**config.mk**
```make
export PLATFORM = sky130hd
export DESIGN_NAME = tdpt_datapath
export DESIGN_NICKNAME = d
export VERILOG_FILES = /design/src/rtl/core/tdpt_pkg.sv /design/src/rtl/core/tdpt_datapath.sv
export SDC_FILE = /design/constraint.sdc
export NUM_CORES = 1
export LEC_CHECK = 0
export ABC_CLOCK_PERIOD_IN_PS = 4900
export BUFFER_PORTS_ARGS = -buffer_cell sky130_fd_sc_hd__buf_2
export CORE_ASPECT_RATIO = 0.6
export CORE_UTILIZATION = 67
export CTS_BUF_LIST = sky130_fd_sc_hd__clkbuf_8 sky130_fd_sc_hd__clkbuf_16
export DETAILED_ROUTE_END_ITERATION = 7
export HOLD_SLACK_MARGIN = 0.06
export PLACE_DENSITY = 0.86
export SLEW_MARGIN = 15
export SYNTH_ARGS = -nofsm -noshare
export SYNTH_HDL_FRONTEND = slang
export SYNTH_SLANG_ARGS = --single-unit
```
**constraint.sdc**
```tcl
create_clock -name clk -period 4.9 [get_ports clk]
set_input_delay 0.49 -clock clk [delete_from_list [all_inputs] [get_ports clk]]
set_output_delay 0.49 -clock clk [all_outputs]
set_load 0.02 [all_outputs]
```
**src/rtl/core/tdpt_pkg.sv**
```systemverilog
// shared types for the trial division prime test: controller states and control structs
`timescale 1ns / 1ps
`default_nettype none
package tdpt_pkg;

    // controller states, one-hot
    typedef enum logic [3:0] {
        ST_IDLE   = 4'b0001,
        ST_CHECK  = 4'b0010,
        ST_DIVIDE = 4'b0100,
        ST_TEST   = 4'b1000
    } tdpt_state_t;

    // commands from controller to datapath
    typedef struct packed {
        logic load;      // capture the number, divisor back to two
        logic div_init;  // clear remainder, point at the top bit
        logic div_step;  // one restoring step of the remainder
        logic next_div;  // advance divisor and its square
        logic finish;    // register the verdict
        logic verdict;   // prime flag to register on finish
    } tdpt_cmd_t;

    // status from datapath to controller
    typedef struct packed {
        logic lt_two;    // number is zero or one
        logic sq_gt_n;   // divisor squared exceeds number
        logic div_last;  // current step works on bit zero
        logic rem_zero;  // remainder is zero
    } tdpt_status_t;

endpackage
`default_nettype wire

```
**src/rtl/core/tdpt_datapath.sv**
```systemverilog
// datapath: number, trial divisor, its square and a bit-serial remainder unit
`timescale 1ns / 1ps
`default_nettype none
module tdpt_datapath #(
    parameter int NUM_WIDTH = 16
) (
    input  wire logic                  clk,
    input  wire logic [NUM_WIDTH-1:0]  value,
    input  wire tdpt_pkg::tdpt_cmd_t   cmd,
    output      tdpt_pkg::tdpt_status_t status,
    output      logic                  is_prime
);
    import tdpt_pkg::*;

    localparam int SQ_W  = 2 * NUM_WIDTH;
    localparam int CNT_W = (NUM_WIDTH > 1) ? $clog2(NUM_WIDTH) : 1;

    logic [NUM_WIDTH-1:0] n_reg,   n_next;
    logic [NUM_WIDTH-1:0] d_reg,   d_next;
    logic [SQ_W-1:0]      sq_reg,  sq_next;
    logic [NUM_WIDTH-1:0] rem_reg, rem_next;
    logic [CNT_W-1:0]     cnt_reg, cnt_next;
    logic                 is_prime_reg, is_prime_next;

    logic [NUM_WIDTH:0]   shifted;
    logic [NUM_WIDTH:0]   trial;

    // restoring step: shift in the next bit of the number, subtract if it fits
    assign shifted = {rem_reg, n_reg[cnt_reg]};
    assign trial   = shifted - {1'b0, d_reg};

    always_comb
    begin
        n_next        = n_reg;
        d_next        = d_reg;
        sq_next       = sq_reg;
        rem_next      = rem_reg;
        cnt_next      = cnt_reg;
        is_prime_next = is_prime_reg;
        if (cmd.load)
        begin
            n_next  = value;
            d_next  = NUM_WIDTH'(2);
            sq_next = SQ_W'(4);
        end
        if (cmd.div_init)
        begin
            rem_next = '0;
            cnt_next = CNT_W'(NUM_WIDTH - 1);
        end
        if (cmd.div_step)
        begin
            if (shifted >= {1'b0, d_reg})
            begin
                rem_next = trial[NUM_WIDTH-1:0];
            end
            else
            begin
                rem_next = shifted[NUM_WIDTH-1:0];
            end
            cnt_next = cnt_reg - CNT_W'(1);
        end
        if (cmd.next_div)
        begin
            // (d+1)^2 = d^2 + 2d + 1
            d_next  = d_reg + NUM_WIDTH'(1);
            sq_next = sq_reg + SQ_W'({d_reg, 1'b0}) + SQ_W'(1);
        end
        if (cmd.finish)
        begin
            is_prime_next = cmd.verdict;
        end
    end

    always_ff @(posedge clk)
    begin
        n_reg        <= n_next;
        d_reg        <= d_next;
        sq_reg       <= sq_next;
        rem_reg      <= rem_next;
        cnt_reg      <= cnt_next;
        is_prime_reg <= is_prime_next;
    end

    assign status.lt_two   = (n_reg < NUM_WIDTH'(2));
    assign status.sq_gt_n  = (sq_reg > {{NUM_WIDTH{1'b0}}, n_reg});
    assign status.div_last = (cnt_reg == '0);
    assign status.rem_zero = (rem_reg == '0);
    assign is_prime        = is_prime_reg;

endmodule
`default_nettype wire

```
==> flow_summary_export.csv <==
group,metric,value,unit
status,outcome,"complete, no violations",
worst_setup_path,path_cells,"nor2b_1, a2111oi_0, a311oi_1, nor2_1, nor2_1, a221oi_1, ha_1, inv_1, fa_1, a21o_1, a21oi_1, nor3_1, o32ai_1, xnor2_1, mux2i_1, nor2_1",
logic_synthesis,synth_edf_count,85,
clock_tree,cts_tree,"done",
clock_tree,cts_num_sinks,85,
route,vias_per_cell,6.55,
logic_synthesis,netlist_area,0.00602,mm^2
timing,final.min_clock_period,4050,ps
power_and_ir_drop,ir_drop,0.253,mV
logic_synthesis,synth_ff_type,"edfxtp_1",
logic_synthesis,async_flop_share,0,
worst_setup_path,crit_top_cell,"nor2_1",
layout,nets,690,
logic_synthesis,synthTopCellsByArea,"edfxtp_1 (42%), ha_1 (10%), and2_1 (4.0%)",
global_route,grt_usage,0.318,
clock_tree,ctsHoldBuffers,0,
logic_synthesis,synthSimpleGateAreaFrac,0.194,
route,drc,0,
worst_setup_path,reg2regPathDepth,16,
clock_tree,h-tree-depth,3,
worst_setup_path,crit_path_max_incr_delay,610,ps
worst_setup_path,required,4980,ps
power_and_ir_drop,p_sw,1.25,mW
power_and_ir_drop,p_seq_frac,0.359,
worst_setup_path,slowest_stage,"edfxtp_1",
timing,hold_violations,0,
global_route,grt_pass1_vias,4409,
route,routed_wl,14300,um
layout,largest_reg_flops,32,
floorplanning,dieArea,0.00937,mm^2
global_route,grt_pass1_wl,22500,um
worst_setup_path,critPathCaptureType,"flip-flop",
run,cap_violations,0,
logic_synthesis,synth_nets,668,
worst_setup_path,crit_path_start_kind,"flip-flop",
global_route,grt_antenna_before_repair,0,
placed_design,port_buffers,27,
clock_tree,worstSkewPairLatency,350,ps
hold_path,hp-start,"value[8]",
logic_synthesis,synthAdderAreaFrac,0.111,
layout,synthToLayoutAreaGrowth,7.72,%
layout,fin_util,0.752,
logic_synthesis,ys_seq_area_frac,0.424,
clock_tree,cts-buffers-inserted,9,
floorplanning,rows,26,
worst_setup_path,critPathMaxFanout,12,
power_and_ir_drop,p_comb_frac,0.449,
timing,skew,8.81,ps
power_and_ir_drop,p_int,1.95,mW
logic_synthesis,synth_seq_cells,85,
timing,tightest_slew,773,ps
logic_synthesis,yosysMostFrequentCell,"edfxtp_1",
power_and_ir_drop,total_power,3.20,mW
logic_synthesis,synth_xor_area_frac,0.0713,
worst_setup_path,crit_type,"reg -> reg",
logic_synthesis,syn_area_per_cell,10.1,um^2
route,firstDrtPassIters,6,
route,drtIter0Drc,561,
worst_setup_path,crit_arrival,4130,ps
timing,max_slew_margin,0.484,
logic_synthesis,synth_compound_area_frac,0.133,
route,post_drt_wl_per_cell,19.5,um
hold_path,hold_depth,1,
placed_design,hpwl,10500,um
placed_design,gp_routability_congestion,0.942,
timing,maxSlewViolCount,0,
floorplanning,die_h,75.4,um
route,ant_nets,0,
clock_tree,post_cts_buffers,0,
logic_synthesis,synth_top_family_by_area,"simple AND/OR/NAND/NOR gates",
floorplanning,io_pins,28,
worst_setup_path,reg2reg_from,"cnt_reg[0]",
floorplanning,die_w,124,um
logic_synthesis,yosysTopAreaCell,"edfxtp_1",
logic_synthesis,synth_cells,593,
timing,post-route-period-util,0.827,
timing,hold_slack,316,ps
worst_setup_path,ff2ff_setup_slack,850,ps
power_and_ir_drop,powerDensity,494,mW/mm^2
floorplanning,core,0.00862,mm^2
power_and_ir_drop,clkPwrFrac,0.192,
power_and_ir_drop,p_leak,2.68,nW
hold_path,hp-class,"in -> reg",
logic_synthesis,synthTopCellsByCount,"edfxtp_1 (85), ha_1 (50), inv_1 (40)",
worst_setup_path,regToRegEndpoint,"rem_reg[12]",
layout,num_antenna_cells,0,
logic_synthesis,synth_top_area_frac,0.424,
global_route,gr-total-overflow,0,
clock_tree,root_buffer,"clkbuf_16",
clock_tree,cts_resized,0,
layout,drive_above_1_share,0.0937,
timing,max_freq,0.247,GHz
clock_tree,path_clk_slew,60,ps
route,vias,4785,
logic_synthesis,synth_cell_types,61,
timing,setup_viol,0,
timing,tns,0,ps
logic_synthesis,muxShareOfSynthArea,0.0275,
floorplanning,start_util,0.698,
clock_tree,ctsLongestPathBuffers,2,
hold_path,hold-path-endpoint,"n_reg[8]",
power_and_ir_drop,switching_share,0.391,
timing,rsz0062_at_grt,"no",
global_route,grt_max_degree,53,
logic_synthesis,ys_warn_count,0,
power by group through the flow:
stage          sequential, mW  combinational [mW]  clock (mW)
2_1_floorplan            1.09                1.13           0
3_3_place_gp             1.15                1.33           0
3_5_place_dp             1.16                1.39           0
4_1_cts                  1.14                1.41       0.618
5_1_grt                  1.16                1.58       0.647
6_report                 1.15                1.44       0.614
cells in the final DEF, fill, tap and decap left out, drive strengths merged, types with 15 or more instances in the layout:
cell type / n
edfxtp: 85
ha: 50
inv: 41
nand2: 39
and2: 39
a21oi: 37
buf: 28
nor2: 27
xnor2: 25
xor2: 24
o21ai: 22
nand3: 20
nand4: 19
nor4: 16
a21o: 15
worst max-delay path by stage:
stage / depth (start not counted) / end / start / slack [ps]
2_1_floorplan: 16 / rem_reg[12] / cnt_reg[0] / 1570
3_3_place_gp: 16 / rem_reg[12] / cnt_reg[0] / 1120
3_5_place_dp: 15 / rem_reg[1] / cnt_reg[0] / 1000
4_1_cts: 16 / rem_reg[12] / cnt_reg[0] / 960
5_1_grt: 15 / rem_reg[12] / cnt_reg[0] / 470
6_report: 16 / rem_reg[12] / cnt_reg[0] / 850
per-layer routing:
metal | part of all wire | global-route usage
met5 | 0 | 0
met4 | 0.019 | 0.103
met3 | 0.082 | 0.0765
met2 | 0.43 | 0.496
met1 | 0.47 | 0.444
area by class of cell:
cell class | count | area, um^2
inverters | 40 | 150
fillers | 592 | 2140
repair buffers | 28 | 143
flip-flops and latches | 85 | 2550
clock inverters | 6 | 32.5
multi-input cells | 451 | 3240
clock buffers | 9 | 225
well taps | 112 | 140
cells by family (layout without fill, tap and decap cells):
family,after synthesis,in the layout
buffers and inverters,57,83
DFF,85,85
AOI/OAI and AO/OA,121,121
xor gates and xnor gates,49,49
and+or+nand+nor,215,215
adders and majority gates,52,52
muxes,14,14
critical path, delay by kind of cell, from the launching register on:
kind | cells | cell delay, ps
AOI/OAI and AO/OA | 6 | 1760
and+or+nand+nor | 5 | 470
muxes | 1 | 120
adders and majority gates | 2 | 670
buffers and inverters | 1 | 50
DFF | 1 | 610
xor gates and xnor gates | 1 | 100
through the flow:
stage          std cells  worst slack, ps  area (um^2)
2_1_floorplan        593             1570         6020
3_3_place_gp         716             1120         6220
3_5_place_dp         716              996         6220
4_1_cts              731              963         6480
5_1_grt              731              469         6480
6_report             731              849         6480
Power figures use the tool's default switching activity.
